<file path="config.mk">
export PLATFORM = sky130hd
export DESIGN_NAME = tf512_ctrl
export DESIGN_NICKNAME = d
export VERILOG_FILES = /design/src/hw/rtl/tf512_pkg.sv /design/src/hw/rtl/tf512_ctrl.sv
export SDC_FILE = /design/constraint.sdc
export NUM_CORES = 1
export LEC_CHECK = 0
export BUFFER_PORTS_ARGS = -buffer_cell sky130_fd_sc_hd__buf_2
export CORE_AREA = 2 2 39 41
export CTS_CLUSTER_DIAMETER = 200
export DETAILED_ROUTE_END_ITERATION = 6
export DIE_AREA = 0 0 41 43
export SLEW_MARGIN = 20
export SYNTH_ARGS = -nofsm -noshare
export SYNTH_HDL_FRONTEND = slang
export SYNTH_SLANG_ARGS = --single-unit
</file>
<file path="constraint.sdc">
create_clock -name clk -period 2 [get_ports clk]
set_input_delay 0.1 -clock clk [delete_from_list [all_inputs] [get_ports clk]]
set_output_delay 0.1 -clock clk [all_outputs]
set_load 0.1 [all_outputs]
</file>
<file path="src/hw/rtl/tf512_pkg.sv">
// ----------------------------------------------------------------------------
// tf512_pkg
// Shared types, constants and round helpers for the Threefish-512 keystream core.
// ----------------------------------------------------------------------------
package tf512_pkg;

	localparam int unsigned NUM_ROUNDS = 72;
	localparam logic [63:0] KEY_PARITY = 64'h5555555555555555;

	localparam logic [1:0] KIND_KEY   = 2'd0;
	localparam logic [1:0] KIND_TWEAK = 2'd1;
	localparam logic [1:0] KIND_START = 2'd2;
	localparam logic [1:0] KIND_DATA  = 2'd3;

	typedef logic [63:0] word_t;
	typedef word_t [7:0] block_t;

	// datapath commands from the controller
	typedef struct packed {
		logic load_key;
		logic load_tweak;
		logic start;
		logic blk_init;
		logic blk_round;
		logic blk_final;
		logic emit;
		logic use_held;
	} cmd_t;

	typedef struct packed {
		logic need_block;
		logic rounds_done;
	} status_t;

	function automatic word_t rotl(input word_t x, input logic [5:0] r);
		logic [127:0] d;
		d = {x, x} << r;
		return d[127:64];
	endfunction

	// reduce modulo 9; v stays below 27
	function automatic logic [3:0] mod9(input logic [4:0] v);
		logic [4:0] r;
		r = v;
		if (r >= 5'd18) r = r - 5'd18;
		else if (r >= 5'd9) r = r - 5'd9;
		return r[3:0];
	endfunction

	// reduce modulo 3; v stays below 27
	function automatic logic [1:0] mod3(input logic [4:0] v);
		logic [3:0] m;
		m = mod9(v);
		if (m >= 4'd6) m = m - 4'd6;
		else if (m >= 4'd3) m = m - 4'd3;
		return m[1:0];
	endfunction

	function automatic logic [5:0] rot_amt(input logic [2:0] r, input logic [1:0] j);
		logic [5:0] v;
		unique case ({r, j})
			5'd0: v = 6'd46; 5'd1: v = 6'd36; 5'd2: v = 6'd19; 5'd3: v = 6'd37;
			5'd4: v = 6'd33; 5'd5: v = 6'd27; 5'd6: v = 6'd14; 5'd7: v = 6'd42;
			5'd8: v = 6'd17; 5'd9: v = 6'd49; 5'd10: v = 6'd36; 5'd11: v = 6'd39;
			5'd12: v = 6'd44; 5'd13: v = 6'd9; 5'd14: v = 6'd54; 5'd15: v = 6'd56;
			5'd16: v = 6'd39; 5'd17: v = 6'd30; 5'd18: v = 6'd34; 5'd19: v = 6'd24;
			5'd20: v = 6'd13; 5'd21: v = 6'd50; 5'd22: v = 6'd10; 5'd23: v = 6'd17;
			5'd24: v = 6'd25; 5'd25: v = 6'd29; 5'd26: v = 6'd39; 5'd27: v = 6'd43;
			5'd28: v = 6'd8; 5'd29: v = 6'd35; 5'd30: v = 6'd56; 5'd31: v = 6'd22;
			default: v = 6'd0;
		endcase
		return v;
	endfunction

endpackage

</file>
<file path="src/hw/rtl/tf512_ctrl.sv">
// ----------------------------------------------------------------------------
// tf512_ctrl
// Controller: accepts items, sequences block generation, issues byte emits.
// ----------------------------------------------------------------------------
module tf512_ctrl (
	input  logic                clk,
	input  logic                arst_n,
	input  logic                in_valid,
	input  logic [1:0]          in_kind,
	output logic                in_ready,
	input  logic                out_free,
	input  tf512_pkg::status_t  status,
	output tf512_pkg::cmd_t     cmd
);
	localparam logic [1:0] ST_IDLE  = 2'd0;
	localparam logic [1:0] ST_ROUND = 2'd1;
	localparam logic [1:0] ST_FINAL = 2'd2;
	localparam logic [1:0] ST_EMIT  = 2'd3;

	logic [1:0] state_q;
	logic       acc;

	assign in_ready = (state_q == ST_IDLE) && out_free;
	assign acc = in_valid && in_ready;

	always_comb begin
		cmd = '0;
		cmd.load_key   = acc && (in_kind == tf512_pkg::KIND_KEY);
		cmd.load_tweak = acc && (in_kind == tf512_pkg::KIND_TWEAK);
		cmd.start      = acc && (in_kind == tf512_pkg::KIND_START);
		cmd.blk_init   = acc && (in_kind == tf512_pkg::KIND_DATA) && status.need_block;
		cmd.blk_round  = (state_q == ST_ROUND);
		cmd.blk_final  = (state_q == ST_FINAL);
		cmd.emit       = (acc && (in_kind == tf512_pkg::KIND_DATA) && !status.need_block)
			|| (state_q == ST_EMIT);
		cmd.use_held   = (state_q == ST_EMIT);
	end

	always_ff @(posedge clk or negedge arst_n) begin
		if (!arst_n) begin
			state_q <= ST_IDLE;
		end else begin
			unique case (state_q)
				ST_IDLE:  if (cmd.blk_init) state_q <= ST_ROUND;
				ST_ROUND: if (status.rounds_done) state_q <= ST_FINAL;
				ST_FINAL: state_q <= ST_EMIT;
				ST_EMIT:  state_q <= ST_IDLE;
				default:  state_q <= ST_IDLE;
			endcase
		end
	end
endmodule

</file>
==> results.tsv <==
stage	metric	value	unit
worst_setup_path	Crit Reg-Reg Startpoint	state_q[0]	
worst_setup_path	Critical Path End Type	primary output	
clock_tree	hold buffers post-CTS	1	
run	Max-Cap Viols	0	
clock_tree	CTS tree	done	
timing	fin crit period	1790	ps
timing	Clock Skew	3.27	ps
timing	count of pins over their slew limit	0	
routing	final WL	542	um
timing	fin crit share	89.4	%
clock_tree	worst skew pair latency	220	ps
timing	# setup viols final	0	
yosys	netlist area before placement	230	sq um
yosys	most area-consuming cells after synthesis	ha_1 (27%), dfrtp_1 (22%), o21ai_2 (7.6%), mux2_4 (6.5%), nand4_2 (5.4%)	
routing	final routed DRC violation total	0	
worst_setup_path	reg-to-reg endpoint	state_q[1]	
worst_hold_path	worst min-delay path category	in2async	
routing	Initial DRC Count	0	
worst_setup_path	crit-path max FO	4	
worst_setup_path	CP startpoint kind	flip-flop	
yosys	Post-Synth XOR/XNOR Area	0	%
timing	endpoints failing hold	0	
yosys	count leader, synth	ha_1	
placed_design	GPL Wtd Cong	0.609	
cells_and_area	largest registers	state_q x2	
yosys	synthesized flop and latch total	2	
global_routing	first-pass GRT wire length	972	um
clock_tree	cts bufs inserted	3	
routing	TritonRoute pass-1 iters	1	
yosys	proportion of synthesized area in mux cells	10.9	%
yosys	Netlist cell types	14	
yosys	adder-cell share of the synthesized area	27.2	%
yosys	Synth Flop Type	dfrtp_1	
cells_and_area	Non-Filler Instances	61	
clock_tree	Resize count post-CTS	0	
floorplanning	row count	14	
global_routing	largest net degree at the start of global routing	6	
global_routing	vias in the first global route	263	
yosys	Synth Area in Simple Gates	24.5	%
timing	unrepaired setup endpoints after global routing	false	
floorplanning	Die W	41	um
cells_and_area	Nets	60	
placed_design	Buffers on Ports	16	
timing	relative slew slack	67.9	%
timing	FMAX	0.559	GHz
worst_setup_path	WS Path Type	reg2out	
yosys	Post-synth EDFFs	0	
clock_tree	clk sinks	2	
yosys	Synth area leader	ha_1	
routing	WL per Instance	8.89	um
routing	DR vias	242	
yosys	Warnings, synthesis	0	
worst_setup_path	R2R setup slack	510	ps
global_routing	Total GRT Usage	8.64	%
global_routing	grt ovf	0	
routing	antenna viol nets, final	0	
yosys	sequential fraction of the synthesis area	21.7	%
cells_and_area	layout cells sized above 1	68.9	%
cells_and_area	max reg flops	2	
cells_and_area	ANT cells	0	
yosys	post-synthesis compound-gate area fraction	10.9	%
placed_design	placed instance count	57	
floorplanning	core area	1380	sq um
clock_tree	Post-CTS Setup Bufs	0	
clock_tree	CTS Root Cell	clkbuf_4	
clock_tree	CTS Buffer Depth	2	
floorplanning	die area	1760	sq um
placed_design	detailed placement HPWL	457	um
routing	vias per cell	3.97	
outcome	outcome	finished clean	
yosys	Async SR Flop Fraction	100	%
clock_tree	H-Tree Depth	1	
floorplanning	Ports	17	
cells_and_area	largest register by flop count	state_q	
yosys	Post-synth top cells	ha_1 (5), inv_1 (3), nor2_1 (3)	
yosys	post-synth top area share	27.2	%
clock_tree	clock slew at reported path FFs	30	ps
yosys	Net Count, Synth	38	
worst_setup_path	reg2reg path depth	6	
worst_setup_path	CP Data Required Time	1900	ps
yosys	main combinational cell family by area after synthesis	adder cells	
floorplanning	Initial Util	16.6	%
floorplanning	Die Height	43	um
timing	worst slew pin tran	485	ps
yosys	syn avg cell area	9.21	sq um
cells_and_area	Area Overhead vs Synth	78.8	%
global_routing	initial antenna violation count	0	
worst_setup_path	CP startpoint	state_q[0]	
worst_setup_path	WP data arrival	1690	ps
worst_setup_path	capture point of the critical path	cmd[6]	
yosys	Gate Count Post-Synth	25	
per-stage QoR:
| step | hold slack [ps] | instance area, sq um | setup TNS [ps] | setup WS (ps) | util, % |
|---|---|---|---|---|---|
| floorplan | -196 | 279 | -380 | -151 | - |
| global placement | -113 | 379 | 0 | 447 | 27.4 |
| detailed placement | -114 | 379 | 0 | 434 | 27.4 |
| CTS | 179 | 412 | 0 | 192 | 29.7 |
| global route | 187 | 412 | 0 | 104 | 29.7 |
| finish | 197 | 412 | 0 | 212 | 29.7 |
routing by layer:
| metal | track usage, % | share of wire (%) | vias to the layer above |
|---|---|---|---|
| met5 | 0 | 0 | - |
| met4 | 8.00 | 0 | 0 |
| met3 | 3.14 | 7.2 | 0 |
| met2 | 13.4 | 55 | 10 |
| met1 | 8.06 | 38 | 107 |
| li1 | - | - | 125 |
final cells by class:
| cell class | instances | area, sq um |
|---|---|---|
| fillers | 149 | 972 |
| repair buffers | 17 | 90.1 |
| multi-input cells | 20 | 218 |
| clock buffers | 3 | 22.5 |
| well taps | 16 | 20.0 |
| flip-flops and latches | 2 | 50.0 |
| inverters | 3 | 11.3 |
cells by family (layout without fill, tap and decap cells):
logic type	count (synthesis)	after routing
multiplexers	2	2
AND/OR/NAND/NOR	10	10
flip-flops	2	2
buffers and inverters	3	23
adder cells (fa/ha/maj)	5	5
AO/OA/AOI/OAI	3	3
how the worst min path moves through the flow:
stage | from | endpoint | slack [ps] | cells past startpoint
6_report | arst_n | state_q[1] | 200 | 2
3_3_place_gp | arst_n | state_q[1] | -110 | 1
5_1_grt | arst_n | state_q[1] | 190 | 2
2_1_floorplan | arst_n | state_q[0] | -200 | 0
3_5_place_dp | arst_n | state_q[1] | -110 | 1
4_1_cts | arst_n | state_q[1] | 180 | 2
critical path: stages (launching register included):
cell and delay (ps):
dfrtp_1 400, inv_2 110, ha_4 150, and2_4 150, nand2_4 60, nor3b_4 150
buf_2 440
cell usage in the layout (no fill, tap or decap):
cell           count
nand2_1            1
mux2i_1            1
o21ai_2            2
nor3b_4            1
dlygate4sd3_1      1
nand2b_1           1
nand2_4            1
mux2_4             1
inv_2              2
and2_4             1
clkbuf_4           3
o21bai_2           1
nand4_2            1
buf_2             16
nor2_1             3
dfrtp_1            2
ha_1               4
inv_1              1
ha_4               1
nor3_4             1
Power is left out: the tool's default activity adds up to more than one toggle a clock period on the data nets, which glitch-free logic cannot reach.
